--- src/design/mctps_pkg.sv ---
`timescale 1ns / 1ps
// ----------------------------------------------------------------------------
// mctps_pkg
// shared constants for the multi-channel trigger pulse sequencer
// ----------------------------------------------------------------------------
package mctps_pkg;

  // channel layout
  localparam int NUM_CHANNELS   = 8;
  localparam int CLAP_CHANNEL   = 4;
  localparam int ACCENT_CHANNEL = 6;

  // field widths
  localparam int CMD_W   = 3;
  localparam int CHAN_W  = 4;
  localparam int TIMER_W = 7;
  localparam int LINES_W = 8;
  localparam int PHASE_W = 3;
  localparam int CLAP_W  = 4;
  localparam int LEVEL_W = 1 << CHAN_W;
  localparam int IDX_W   = (NUM_CHANNELS > 1) ? $clog2(NUM_CHANNELS) : 1;

  // stream and config widths
  localparam int S_TDATA_W = 8;
  localparam int S_TUSER_W = CMD_W;
  localparam int M_TDATA_W = 16;
  localparam int CFG_IDX_W = 4;
  localparam int CFG_DAT_W = 8;

  // clap channel presence and a safe index into the timer array
  localparam bit HAS_CLAP = (CLAP_CHANNEL < NUM_CHANNELS);
  localparam int CLAP_IDX = HAS_CLAP ? CLAP_CHANNEL : 0;
  localparam bit CLAP_VISIBLE = (CLAP_CHANNEL < LINES_W);

  // register reset values
  localparam logic [TIMER_W-1:0] PULSE_RESET = 7'd10;
  localparam logic [TIMER_W-1:0] GAP_RESET   = 7'd90;

  // register indexes
  localparam logic [CFG_IDX_W-1:0] REG_PULSE_TICKS = 4'd0;
  localparam logic [CFG_IDX_W-1:0] REG_GAP_TICKS   = 4'd1;

  // command codes
  localparam logic [CMD_W-1:0] CMD_PLAY       = 3'd0;
  localparam logic [CMD_W-1:0] CMD_TICK       = 3'd1;
  localparam logic [CMD_W-1:0] CMD_STEP       = 3'd2;
  localparam logic [CMD_W-1:0] CMD_ACCENT_ON  = 3'd3;
  localparam logic [CMD_W-1:0] CMD_ACCENT_OFF = 3'd4;

  // channel machine phases
  localparam logic [PHASE_W-1:0] PH_IDLE  = 3'd0;
  localparam logic [PHASE_W-1:0] PH_START = 3'd1;
  localparam logic [PHASE_W-1:0] PH_WAIT  = 3'd2;
  localparam logic [PHASE_W-1:0] PH_DONE  = 3'd3;
  localparam logic [PHASE_W-1:0] PH_CLAP  = 3'd4;

  // clap sequence phases
  localparam logic [CLAP_W-1:0] CL_IDLE  = 4'd0;
  localparam logic [CLAP_W-1:0] CL_START = 4'd1;
  localparam logic [CLAP_W-1:0] CL_A1    = 4'd2;
  localparam logic [CLAP_W-1:0] CL_GAP1  = 4'd3;
  localparam logic [CLAP_W-1:0] CL_A2    = 4'd4;
  localparam logic [CLAP_W-1:0] CL_GAP2  = 4'd5;
  localparam logic [CLAP_W-1:0] CL_A3    = 4'd6;
  localparam logic [CLAP_W-1:0] CL_GAP3  = 4'd7;
  localparam logic [CLAP_W-1:0] CL_B     = 4'd8;

endpackage

--- src/design/multi_channel_trigger_pulse_sequencer.sv ---
`timescale 1ns / 1ps
// ----------------------------------------------------------------------------
// multi_channel_trigger_pulse_sequencer
// per-channel trigger pulse generator with a three-plus-one clap sequence
// ----------------------------------------------------------------------------
// usage
//   s_axis carries one command request: tuser holds the command code, tdata
//   the channel number for play. every accepted request updates the channel
//   state at once and yields exactly one result on m_axis: the trigger lines,
//   both clap lines and an all-idle flag, as seen after the request.
//   cfg carries register writes (index 0 pulse_ticks, index 1 gap_ticks);
//   it is always ready, unknown indexes are dropped. write only while idle.
// throughput and output register
//   one request per clock while m_axis takes results. a result shows up on m_axis
//   in the cycle after its request is taken, held in the single result register.
// stall
//   while a result sits in the output register and m_axis_tready is low,
//   s_axis_tready drops; when the result is taken the next request can be
//   accepted in that same cycle, so a steady stream runs at full rate.
// reset
//   rst_ni low clears all machines to idle, timers and lines to zero and
//   loads the register defaults (pulse 10, gap 90); m_axis goes empty.
// ----------------------------------------------------------------------------
module multi_channel_trigger_pulse_sequencer (
  input  logic                            clk_i,
  input  logic                            rst_ni,
  // command requests
  input  logic                            s_axis_tvalid,
  output logic                            s_axis_tready,
  input  logic [mctps_pkg::S_TDATA_W-1:0] s_axis_tdata,  // [3:0] channel, [7:4] zero
  input  logic [mctps_pkg::S_TUSER_W-1:0] s_axis_tuser,  // [2:0] cmd
  // results
  output logic                            m_axis_tvalid,
  input  logic                            m_axis_tready,
  // [7:0] trigger_lines, [8] clap_line_a, [9] clap_line_b, [10] all_idle, [15:11] zero
  output logic [mctps_pkg::M_TDATA_W-1:0] m_axis_tdata,
  // register writes
  input  logic                            cfg_valid_i,
  output logic                            cfg_ready_o,
  input  logic [mctps_pkg::CFG_IDX_W-1:0] cfg_index_i,
  input  logic [mctps_pkg::CFG_DAT_W-1:0] cfg_data_i
);

  localparam int NCH = mctps_pkg::NUM_CHANNELS;
  localparam int TW  = mctps_pkg::TIMER_W;

  // configuration registers
  logic [TW-1:0] pulse_q, gap_q;

  // channel state
  logic [mctps_pkg::PHASE_W-1:0] phase_q [NCH];
  logic [mctps_pkg::PHASE_W-1:0] phase_d [NCH];
  logic [TW-1:0]                 timer_q [NCH];
  logic [TW-1:0]                 timer_d [NCH];
  logic [mctps_pkg::CLAP_W-1:0]  clap_q, clap_d;
  logic [mctps_pkg::LEVEL_W-1:0] lvl_q, lvl_d;
  logic                          clap_a_q, clap_a_d;
  logic                          clap_b_q, clap_b_d;

  // output register
  logic                            out_valid_q;
  logic [mctps_pkg::M_TDATA_W-1:0] out_data_q, out_data_d;

  logic                           in_fire;
  logic [mctps_pkg::CMD_W-1:0]    cmd;
  logic [mctps_pkg::CHAN_W-1:0]   chan;
  logic                           all_idle;
  logic [mctps_pkg::LINES_W-1:0]  lines;

  assign cmd  = s_axis_tuser[mctps_pkg::CMD_W-1:0];
  assign chan = s_axis_tdata[mctps_pkg::CHAN_W-1:0];

  // output register frees up in the same cycle it is drained
  assign s_axis_tready = !out_valid_q || m_axis_tready;
  assign in_fire       = s_axis_tvalid && s_axis_tready;
  assign cfg_ready_o   = 1'b1;

  assign m_axis_tvalid = out_valid_q;
  assign m_axis_tdata  = out_data_q;

  // next state for one request
  always_comb begin
    phase_d  = phase_q;
    timer_d  = timer_q;
    clap_d   = clap_q;
    lvl_d    = lvl_q;
    clap_a_d = clap_a_q;
    clap_b_d = clap_b_q;

    case (cmd)
      mctps_pkg::CMD_PLAY: begin
        // out-of-range channels are ignored, a busy channel restarts
        if ({1'b0, chan} < (mctps_pkg::CHAN_W+1)'(NCH)) begin
          phase_d[chan[mctps_pkg::IDX_W-1:0]] = mctps_pkg::PH_START;
        end
      end
      mctps_pkg::CMD_TICK: begin
        for (int i = 0; i < NCH; i++) begin
          if (timer_q[i] != '0) begin
            timer_d[i] = timer_q[i] - TW'(1);
          end
        end
      end
      mctps_pkg::CMD_STEP: begin
        // channels touch only their own state, so the pass runs in parallel
        for (int i = 0; i < NCH; i++) begin
          case (phase_q[i])
            mctps_pkg::PH_START: begin
              if (mctps_pkg::HAS_CLAP && i == mctps_pkg::CLAP_CHANNEL) begin
                clap_d     = mctps_pkg::CL_START;
                phase_d[i] = mctps_pkg::PH_CLAP;
              end else begin
                lvl_d[i]   = 1'b1;
                timer_d[i] = pulse_q;
                phase_d[i] = mctps_pkg::PH_WAIT;
              end
            end
            mctps_pkg::PH_WAIT: begin
              if (timer_q[i] == '0) begin
                lvl_d[i]   = 1'b0;
                phase_d[i] = mctps_pkg::PH_DONE;
              end
            end
            mctps_pkg::PH_DONE: begin
              phase_d[i] = mctps_pkg::PH_IDLE;
            end
            default: begin
            end
          endcase
        end

        // clap sequence, driven by the clap channel's own timer
        if (mctps_pkg::HAS_CLAP && phase_q[mctps_pkg::CLAP_IDX] == mctps_pkg::PH_CLAP) begin
          case (clap_q)
            mctps_pkg::CL_START: begin
              clap_a_d = 1'b1;
              timer_d[mctps_pkg::CLAP_IDX] = pulse_q;
              clap_d = mctps_pkg::CL_A1;
            end
            mctps_pkg::CL_A1, mctps_pkg::CL_A2, mctps_pkg::CL_A3: begin
              if (timer_q[mctps_pkg::CLAP_IDX] == '0) begin
                clap_a_d = 1'b0;
                timer_d[mctps_pkg::CLAP_IDX] = gap_q;
                clap_d = clap_q + mctps_pkg::CLAP_W'(1);
              end
            end
            mctps_pkg::CL_GAP1, mctps_pkg::CL_GAP2: begin
              if (timer_q[mctps_pkg::CLAP_IDX] == '0) begin
                clap_a_d = 1'b1;
                timer_d[mctps_pkg::CLAP_IDX] = pulse_q;
                clap_d = clap_q + mctps_pkg::CLAP_W'(1);
              end
            end
            mctps_pkg::CL_GAP3: begin
              if (timer_q[mctps_pkg::CLAP_IDX] == '0) begin
                clap_b_d = 1'b1;
                timer_d[mctps_pkg::CLAP_IDX] = pulse_q;
                clap_d = mctps_pkg::CL_B;
              end
            end
            mctps_pkg::CL_B: begin
              if (timer_q[mctps_pkg::CLAP_IDX] == '0) begin
                clap_b_d = 1'b0;
                clap_d   = mctps_pkg::CL_IDLE;
                phase_d[mctps_pkg::CLAP_IDX] = mctps_pkg::PH_IDLE;
              end
            end
            default: begin
            end
          endcase
        end
      end
      mctps_pkg::CMD_ACCENT_ON: begin
        lvl_d[mctps_pkg::ACCENT_CHANNEL] = 1'b1;
      end
      mctps_pkg::CMD_ACCENT_OFF: begin
        lvl_d[mctps_pkg::ACCENT_CHANNEL] = 1'b0;
      end
      default: begin
      end
    endcase
  end

  // result as seen after the request
  always_comb begin
    all_idle = 1'b1;
    for (int i = 0; i < NCH; i++) begin
      if (phase_d[i] != mctps_pkg::PH_IDLE) begin
        all_idle = 1'b0;
      end
    end
    lines = lvl_d[mctps_pkg::LINES_W-1:0];
    if (mctps_pkg::CLAP_VISIBLE) begin
      lines[mctps_pkg::CLAP_CHANNEL % mctps_pkg::LINES_W] = 1'b0;
    end
    out_data_d = {5'd0, all_idle, clap_b_d, clap_a_d, lines};
  end

  // configuration registers
  always_ff @(posedge clk_i or negedge rst_ni) begin
    if (!rst_ni) begin
      pulse_q <= mctps_pkg::PULSE_RESET;
      gap_q   <= mctps_pkg::GAP_RESET;
    end else if (cfg_valid_i) begin
      case (cfg_index_i)
        mctps_pkg::REG_PULSE_TICKS: pulse_q <= cfg_data_i[TW-1:0];
        mctps_pkg::REG_GAP_TICKS:   gap_q   <= cfg_data_i[TW-1:0];
        default: begin
        end
      endcase
    end
  end

  // channel state
  always_ff @(posedge clk_i or negedge rst_ni) begin
    if (!rst_ni) begin
      for (int i = 0; i < NCH; i++) begin
        phase_q[i] <= mctps_pkg::PH_IDLE;
        timer_q[i] <= '0;
      end
      clap_q   <= mctps_pkg::CL_IDLE;
      lvl_q    <= '0;
      clap_a_q <= 1'b0;
      clap_b_q <= 1'b0;
    end else if (in_fire) begin
      phase_q  <= phase_d;
      timer_q  <= timer_d;
      clap_q   <= clap_d;
      lvl_q    <= lvl_d;
      clap_a_q <= clap_a_d;
      clap_b_q <= clap_b_d;
    end
  end

  // output register
  always_ff @(posedge clk_i or negedge rst_ni) begin
    if (!rst_ni) begin
      out_valid_q <= 1'b0;
    end else if (in_fire) begin
      out_valid_q <= 1'b1;
    end else if (m_axis_tready) begin
      out_valid_q <= 1'b0;
    end
  end

  always_ff @(posedge clk_i) begin
    if (in_fire) begin
      out_data_q <= out_data_d;
    end
  end

endmodule
--- config.mk ---
export PLATFORM = sky130hd
export DESIGN_NAME = multi_channel_trigger_pulse_sequencer
export DESIGN_NICKNAME = d
export VERILOG_FILES = /design/src/design/mctps_pkg.sv /design/src/design/multi_channel_trigger_pulse_sequencer.sv
export SDC_FILE = /design/constraint.sdc
export NUM_CORES = 1
export LEC_CHECK = 0
export ABC_CLOCK_PERIOD_IN_PS = 3700
export BUFFER_PORTS_ARGS = -buffer_cell sky130_fd_sc_hd__buf_4
export CAP_MARGIN = 20
export CORE_MARGIN = 3
export CORE_UTILIZATION = 66
export CTS_CLUSTER_DIAMETER = 200
export DETAILED_ROUTE_END_ITERATION = 16
export PLACE_DENSITY = 0.85
export SYNTH_ARGS = -nofsm -noshare
export SYNTH_HDL_FRONTEND = slang
export SYNTH_SLANG_ARGS = --single-unit
--- constraint.sdc ---
create_clock -name clk_i -period 3.7 [get_ports clk_i]
set_clock_uncertainty 0.1 [all_clocks]
set_input_delay 0.555 -clock clk_i [delete_from_list [all_inputs] [get_ports clk_i]]
set_output_delay 0.555 -clock clk_i [all_outputs]
set_load 0.005 [all_outputs]
# ---- Word-level counts from Yosys, hierarchy flattened
# Index checks and enable logic that the tools add are counted.
# W data, S select, Z words.
dict set report op_classes {
  div_mod_pow 0
  n_lt_le_gt_ge 3
  eq_ne 57
  add_sub_neg 9
  reduce_logical 48
  muxes 79
  n_shift 0
  n_mul 0
  bitwise_logic 4
}
# op n
set op_table {}
lappend op_table {{$mux W7} 18}
lappend op_table {{$pmux W56 S2} 1}
lappend op_table {{$pmux W3 S3} 8}
lappend op_table {{$logic_not A7 Y1} 8}
lappend op_table {{$reduce_bool A7 Y1} 8}
lappend op_table {{$sub A7 B1 Y7 const B} 8}
lappend op_table {{$eq A3 B2 Y1 const B} 18}
lappend op_table {{$pmux W24 S2} 1}
lappend op_table {{$mux W3} 12}
lappend op_table {{$reduce_and A4 Y1} 7}
lappend op_table {{$eq A3 B1 Y1 const B} 9}
lappend op_table {{$mux W24} 1}
lappend op_table {{$reduce_bool A3 Y1} 8}
lappend op_table {{$pmux W7 S3} 1}
lappend op_table {{$mux W4} 5}
lappend op_table {{$mux W1} 19}
lappend op_table {{$ne A2 B2 Y1 const B} 9}
lappend op_table {{$and A16 B16 Y16} 1}
lappend op_table {{$eq A4 B3 Y1 const B} 4}
lappend op_table {{$not A16 Y16} 1}
lappend op_table {{$pmux W1 S2} 8}
lappend op_table {{$pmux W4 S4} 1}
lappend op_table {{$ne A2 B1 Y1 const B} 7}
lappend op_table {{$demux W3 S3} 1}
lappend op_table {{other kinds (26)} 36}
dict set report totals {
  latchBits 0
  wordCells 225
  mem_count 0
  regBits 118
  output_inout_bits 19
  ram_bits 0
  mem_bits_ro 0
}

# ---- Longest topological paths before layout
# Gate-level depths: netlist of run 1.
dict set report depth {
  ltp_word 11
  ltp_mapped 10
  depth_no_buf 8
}

# ---- Least setup slack after synthesis of run 1
# No wires, ideal clock.
dict set report synth_path {
  kind {input -> register}
  from {input port s_axis_tuser[1] in the netlist's numbering}
  to {register out_data_q (netlist bit m_axis_tdata[10]), data pin}
  path_slack_ns 1.252
  required_ns 3.466
  setup_ns 0.134
  arrival_ns 2.214
  path_stages 7
  cell_sequence {buf_6 > nor4b_2 > nand2b_1 > a32o_1 > a2111o_1 > a2111oi_0 > and4_1}
}
dict set report synth_via {
  elab_chain_len 4
  word_cells_on_any_way 13
  cone_classes {eq/ne: 1; mux: 2; reduce/logical: 10}
}
# element line
set synth_lines {}
lappend synth_lines {{from (decl)} multi_channel_trigger_pulse_sequencer.sv:31} ;# input logic [mctps_pkg::S_TUSER_W-1:0] s_axis_tuser,
lappend synth_lines {{$eq A3 B2 Y1 / $logic_not A3 Y1 (equally long branches)} multi_channel_trigger_pulse_sequencer.sv:90} ;# case (cmd)
lappend synth_lines {{$pmux W24 S2 (*)} multi_channel_trigger_pulse_sequencer.sv:90}
lappend synth_lines {{$reduce_bool A3 Y1} multi_channel_trigger_pulse_sequencer.sv:188} ;# if (phase_d[i] != mctps_pkg::PH_IDLE) begin
lappend synth_lines {{$reduce_or A7 Y1 (no line) / $mux W1 (equally long branches)} -}
lappend synth_lines {{to (signal assigned)} multi_channel_trigger_pulse_sequencer.sv:248} ;# out_data_q <= out_data_d;
lappend synth_lines {{to (decl)} multi_channel_trigger_pulse_sequencer.sv:62} ;# logic [mctps_pkg::M_TDATA_W-1:0] out_data_q, out_data_d;
# Mark *: on every way between the ends. The rest lies on a longest branch, timed or not.
# A chain may end at the register's enable or synchronous reset.

# ---- Worst setup path after layout of run 1
dict set report layout_path {
  from {register timer_q[14] in the netlist's numbering}
  to {register timer_q[14] in the netlist's numbering}
}
dict set report layout_via {
  elab_chain_len 3
  word_cells_on_any_way 6
  cone_classes {add/sub: 1; eq/ne: 1; mux: 2; reduce/logical: 2}
}
# element line
set layout_lines {}
lappend layout_lines {{from (decl)} multi_channel_trigger_pulse_sequencer.sv:53} ;# logic [TW-1:0] timer_q [NCH];
lappend layout_lines {{from (signal assigned)} multi_channel_trigger_pulse_sequencer.sv:227} ;# timer_q <= timer_d;
lappend layout_lines {{$sub A7 B1 Y7 / $reduce_bool A7 Y1 (equally long branches)} {multi_channel_trigger_pulse_sequencer.sv:100, multi_channel_trigger_pulse_sequencer.sv:99}}
lappend layout_lines {{$mux W7 / $ne A2 B2 Y1 (equally long branches)} -}
lappend layout_lines {{$pmux W56 S2 / $reduce_and A4 Y1 (equally long branches)} -}
# Parallel ways exist; a longest one is shown, timed or not. The select of a mux whose other input is x is not followed.

==> reports/qor.yml, run 1 <==
global_route:
  antenna_found_initial: 0
  grt_overflow: 0
  met3_usage: 0.0816
  grt_use_met1: 0.398
  grt_use_total: 0.308
  grt_pass1_wl_um: 28000
  grt.busiest_layer: "met2"
  met2_usage: 0.500
  grt_pass1_vias: 5783
  grt_start_max_net_pins: 81
cts:
  clk_latency_ns: 0.54
  clkTransAtPathRegs_ns: 0.05
  cts.sinks: 118
  h-tree-depth: 4
  clk_path_buf_depth: 2
  cts_tree: "yes"
  post_cts_resized: 0
  cts_made_buffers: 17
  clock-root-buffer: "clkbuf_8"
cells_and_area:
  antenna_cells: 0
  fill_cells: 679
  utilization: 0.782
  area_growth_pct: 14.1
  fin_cells: 932
  fin_nets: 827
  drive_above_1_share: 0.153
  final_area_um2: 7750
placement:
  dp_hpwl_um: 11300
  place.gp.congestion: 0.908
  io_buffers: 34
  placed_area_um2: 7120
  placedCellCount: 898
timing:
  setup_tns_ns: 0
  fmax_mhz: 338
  maxSlewHeadroom: 0.428
  rsz0062_at_grt: "false"
  finalCriticalPeriod_ns: 2.96
  finalSetupViolations: 0
  finalHoldViolCount: 0
  finalCritPeriodShare: 0.800
  tightest_slew_ns: 0.850
  drv_slew: 0
route:
  dr.pass1.iters: 7
  wl_per_cell_um: 18.2
  vias: 6119
  drt_iter0_drc: 669
  drc: 0
  routed_wl_um: 17000
  antenna_left: 0
  vias_per_cell: 6.57
floorplan:
  die_w_um: 107
  die_h_um: 107
  start_util: 0.685
  io_pins: 47
  coreArea_um2: 9910
  die_area_um2: 11500
  rows: 36
min_path:
  hp-class: "input pin to flip-flop"
logic_synthesis:
  synth_commonest_cells: "dfrtp_1 (102), nor2_1 (92), a21oi_1 (69)"
  yosysSeqAreaShare: 0.443
  synth_cells: 757
  synth_seq_cells: 118
  async_reset_ff_frac: 0.915
  synth-edff-count: 10
  yosysWarningCount: 0
  synth-main-ff-cell: "dfrtp_1"
  synth_area_leaders: "dfrtp_1 (38%), a21oi_1 (5.1%), nor2_1 (5.1%), edfxtp_1 (4.4%), o21ai_0 (4.3%)"
  yosysMostFrequentCell: "dfrtp_1"
  synth_area_leader_cell: "dfrtp_1"
  syn-cell-area_um2: 6790
  synth.top_cell.area_share: 0.376
  avgSynthCellArea_um2: 8.97
  synth_cell_types: 70
worst_setup_path:
  cp.required_ns: 3.99
  cp.arrival_ns: 3.25
  worstSetupPathType: "flip-flop to flip-flop"
  cp_max_fo: 15
  crit_slowest_cell: "nor4_1"
  cpPeakStageDelay_ns: 0.67
  path_cells: "inv_1 > ha_1 > or3b_2 > nor4_1 > a221o_1 > or3_1 > o211ai_1"
  start_kind: "flip-flop"
  critPathCaptureType: "flip-flop"
power:
  powerDensity_nw_per_um2: 644
  p_leak_uw: 0.00327
  peakVddDrop_mv: 0.476
run_status:
  status: "completed"
run:
  cap_violations: 0
[flip-flops by register name, indices dropped and copies added (netlist names)]
register and count:
clap_a_q 1, phase_q 24, pulse_q 7, m_axis_tvalid 1, m_axis_tdata 10, gap_q 7, clap_q 4, lvl_q 7
clap_b_q 1, timer_q 56
[layout make-up]
class                      count  area (um2)  area share
multi-input combinational    572        3490       0.450
clock inverter                10         153      0.0197
sequential                   118        3010       0.389
inverter                      29         109      0.0141
clock buffer                  22         443      0.0572
timing repair buffer          48         375      0.0485
tap                          133         166      0.0215
[layout by cell type (no fill, tap or decap), drive strengths merged, types with 6 or more instances in the layout]
cell / synthesis / final
a21o: 6 / 6
a21oi: 70 / 70
a31oi: 17 / 17
and2: 6 / 6
buf: 21 / 47
clkbuf: 22 / 22
conb: 2 / 7
dfrtp: 102 / 102
dfstp: 6 / 6
edfxtp: 10 / 10
ha: 13 / 13
inv: 28 / 30
mux2: 24 / 24
nand2: 49 / 49
nand2b: 11 / 11
nand3: 14 / 14
nor2: 93 / 93
nor3: 32 / 32
nor3b: 9 / 9
nor4: 11 / 11
o21a: 13 / 13
o21ai: 60 / 60
o21bai: 8 / 8
o22a: 16 / 16
o22ai: 8 / 8
o2bb2ai: 6 / 6
o31ai: 8 / 8
or3: 15 / 15
or3b: 8 / 8
[path summary, 6_finish.rpt]
| kind | start | end | slack [ns] | depth (start not counted) |
|---|---|---|---|---|
| worst max-delay path | timer_q[14] | timer_q[14] | 0.74 | 7 |
| worst max register to register | timer_q[14] | timer_q[14] | 0.74 | 7 |
| worst min register to register | gap_q[5] | gap_q[5] | 0.40 | 1 |
| max in group asynchronous | rst_ni | gap_q[4] | 2.43 | 3 |
| min in group asynchronous | rst_ni | clap_q[2] | 0.42 | 2 |
| worst min-delay path | s_axis_tvalid | m_axis_tvalid | 0.14 | 2 |
[power by group]
group / total (uW) / internal (uW) / leakage (uW) / switching (uW)
Combinational: 1230 / 571 / 0.00154 / 655
Sequential: 2080 / 1700 / 0.00143 / 378
Clock: 1680 / 1110 / 0.000297 / 578
[metal layers]
metal  vias up  part of all wire
li1       2830                 -
met1      2947              0.41
met2       290              0.49
met3        52             0.079
met4         0             0.024
met5         -                 0
[per-stage QoR]
| step | hold slack (ns) | setup WS (ns) | power [uW] |
|---|---|---|---|
| 2_1_floorplan | 0.159 | 1.25 | 2890 |
| 3_3_place_gp | 0.372 | 0.801 | 3150 |
| 3_5_place_dp | 0.378 | 0.807 | 3270 |
| 4_1_cts | 0.125 | 0.808 | 4980 |
| 5_1_grt | 0.124 | 0.493 | 5280 |
| 6_report | 0.139 | 0.739 | 4990 |
[timing repair]
item,in CTS,in global routing
endpoints found under the hold margin,0,32
buffers inserted,0,0
hold buffers,0,1
[cells by family (layout without fill, tap and decap cells)]
logic type               after synthesis  in the layout  synth area share
AO/OA/AOI/OAI                        252            252             0.237
XOR/XNOR                               1              1           0.00129
adder cells (fa/ha/maj)               13             13            0.0240
buffers and inverters                 72            109            0.0464
flip-flops                           118            118             0.443
multiplexers                          27             27            0.0442
other                                  2              7           0.00111
AND/OR/NAND/NOR                      272            272             0.203
[worst max-delay path, delay by kind of cell, from the launching register on]
family                     cells  cell delay, ns
and+or+nand+nor                3            1.36
adders and majority gates      1            0.19
DFF                            1            0.40
buffers and inverters          1            0.07
AOI/OAI and AO/OA              2            0.70
Note: power is estimated with default switching activity, not from simulation.
==> run 2, diff against run 1 <==
ABC_AREA = 1   (was not set)
ABC_CLOCK_PERIOD_IN_PS = 2900   (was 3700)
CORE_UTILIZATION = 61   (was 66)
PLACE_DENSITY = 0.79   (was 0.85)
clock period = 2.9 ns   (was 3.7 ns; I/O delays follow)
==> run 2 against run 1 <==
  * Clock power up 33%
  * First-iteration DRC count down 2.2%
  * Routed wire length down 1.9%
  * Hold slack better by 0.023 ns
  * Global-route usage down 3.5 points
  * Synthesized cell count up 28%
  * Utilization down 6.2 points
==> reports/qor.yml, run 2 <==
worst_setup_path:
  start_kind: "flip-flop"
  r2r_start: "clap_q[0]"
  r2r_end: "clap_q[1]"
  timing.reg2reg.setup_slack_ns: 0.68
  cpPeakStageDelay_ns: 0.39
  r2r_cells: 13
  crit_family: "simple AND/OR/NAND/NOR gates"
  cp.required_ns: 3.08
  crit_path_end: "clap_q[1]"
  startpoint: "clap_q[0]"
  crit_cells: 13
  cp_num_buf_inv: 2
  cp_common_cell: "nand2_1"
  cp.arrival_ns: 2.40
  critPathCaptureType: "flip-flop"
  cp_max_fo: 9
  path_cells: "inv_1 > ha_1 > nand2_1 > nand2_1 > nand2_2 > inv_2 > nor2_4 > nand2_1 > nor2_1 > nor2_2 > nand2_1 > a21oi_1 > o21ai_0"
  crit_slowest_cell: "dfrtp_1"
  worstSetupPathType: "flip-flop to flip-flop"
logic_synthesis:
  yosysWarningCount: 0
  synth-main-ff-cell: "dfrtp_1"
  async_reset_ff_frac: 0.915
  synth_cell_types: 41
  synth.top_cell.area_share: 0.362
  synth_commonest_cells: "nand2_1 (240), nor2_1 (131), o21ai_0 (110)"
  avgSynthCellArea_um2: 7.29
  yosysSeqAreaShare: 0.427
  synth-edff-count: 10
  yosysMostFrequentCell: "nand2_1"
  synth_cells: 967
  synth_seq_cells: 118
  synth_area_leader_cell: "dfrtp_1"
  synth_area_leaders: "dfrtp_1 (36%), nand2_1 (13%), o21ai_0 (7.8%), nor2_1 (7.0%), inv_1 (5.6%)"
  syn-cell-area_um2: 7050
cts:
  clk_latency_ns: 0.42
  cts.sinks: 118
  cts_tree: "yes"
  clkTransAtPathRegs_ns: 0.05
  post_cts_resized: 0
  cts_made_buffers: 17
  h-tree-depth: 4
  clk_path_buf_depth: 2
  postCtsSetupBuffers: 0
  clock-root-buffer: "clkbuf_16"
timing:
  finalCriticalPeriod_ns: 2.22
  finalSetupViolations: 0
  rsz0062_at_grt: "false"
  layout_setup_ws_ns: 0.679
  hold_ws_ns: 0.162
  maxSlewHeadroom: 0.548
  setup_tns_ns: 0
  tightest_slew_ns: 0.674
  fmax_mhz: 450
  finalHoldViolCount: 0
  finalCritPeriodShare: 0.766
  drv_slew: 0
global_route:
  grt_overflow: 0
  grt_start_max_net_pins: 62
  grt_pass1_wl_um: 28100
  grt_use_total: 0.273
  antenna_found_initial: 0
  grt_pass1_vias: 6047
power:
  switchingPower_uw: 2240
  swShare: 0.336
  pwr-share-clk: 0.334
  seqPwrFrac: 0.387
  powerDensity_nw_per_um2: 836
  p_leak_uw: 0.00378
  combPwrFrac: 0.279
  p_int_uw: 4430
  peakVddDrop_mv: 0.558
  total_power_uw: 6670
route:
  dr.pass1.iters: 5
  drt_iter0_drc: 654
  wl_per_cell_um: 14.5
  antenna_left: 0
  vias: 6426
  drc: 0
  routed_wl_um: 16700
  vias_per_cell: 5.59
cells_and_area:
  mostFrequentLayoutCells: "nand2_1 (240), nor2_1 (131), o21ai_0 (110)"
  fin_nets: 1038
  drive_above_1_share: 0.107
  multiInputGateArea_um2: 3380
  antenna_cells: 0
  top_register: "timer_q"
  final_common_cell: "nand2_1"
  ff_latch_area_um2: 3010
  fill_cells: 930
  largest_reg_flops: 56
  area_growth_pct: 13.1
run_status:
  status: "completed"
placement:
  io_buffers: 34
  dp_hpwl_um: 11100
  dp_slack_ns: 0.392
  place.gp.congestion: 0.884
floorplan:
  start_util: 0.637
  rows: 38
  die_area_um2: 12900
  coreArea_um2: 11100
  io_pins: 47
  die_w_um: 114
  die_h_um: 114
run:
  cap_violations: 0
min_path:
  hp-class: "input pin to flip-flop"
run 2: cell type report:
type,count,share of cell area
Clock buffer,19,0.0543
Tap cell,140,0.0220
Multi-Input combinational cell,701,0.423
Timing Repair Buffer,44,0.0449
Sequential cell,118,0.377
Clock inverter,13,0.0232
Inverter,115,0.0551
run 2: layer usage:
layer | wire length (um) | global-route usage
met3 | 1050 | 0.0727
met2 | 7820 | 0.437
met4 | 289 | 0.0954
met1 | 7490 | 0.359
met5 | 0 | 0
run 2: cells by family after synthesis:
kind of cell / Yosys count / synth area share
XOR/XNOR: 10 / 0.0124
AND/OR/NAND/NOR: 455 / 0.268
flip-flops: 118 / 0.427
AO/OA/AOI/OAI: 216 / 0.171
adder cells (fa/ha/maj): 13 / 0.0231
other: 2 / 0.00106
buffers and inverters: 153 / 0.0969
run 2: repair_timing:
action | CTS | global route
hold buffers | 1 | 0
endpoints found under the hold margin | 39 | 0
setup endpoints to repair | 0 | 0
run 2: worst min path at each step:
stage	startpoint	endpoint	cells after the start	slack, ns
2_1_floorplan	rst_ni	clap_a_q	0	0.04
6_report	cfg_data_i[3]	pulse_q[3]	3	0.16
3_5_place_dp	rst_ni	phase_q[12]	1	0.36
5_1_grt	cfg_data_i[3]	pulse_q[3]	3	0.18
3_3_place_gp	rst_ni	phase_q[13]	1	0.36
4_1_cts	cfg_data_i[3]	pulse_q[3]	3	0.15
run 2: through the flow:
stage / util / cells / area (um2)
after CTS: 0.720 / 1150 / 7980
after detailed placement: 0.663 / 1117 / 7350
after floorplan: - / 972 / 7070
after global routing: 0.720 / 1150 / 7980
final: 0.720 / 1150 / 7980
after global placement: 0.663 / 1117 / 7350
run 2: worst min-delay path, stage by stage:
cell,delay (ns)
buf_4,0.11
inv_1,0.05
o21ai_0,0.08
run 2: power groups by stage:
stage | registers (uW) | clock network, uW | logic [uW]
after global placement | 2570 | 0 | 1770
after floorplan | 2490 | 0 | 1470
after CTS | 2570 | 2260 | 1860
final | 2580 | 2230 | 1860
after global routing | 2650 | 2320 | 2170
after detailed placement | 2570 | 0 | 1830
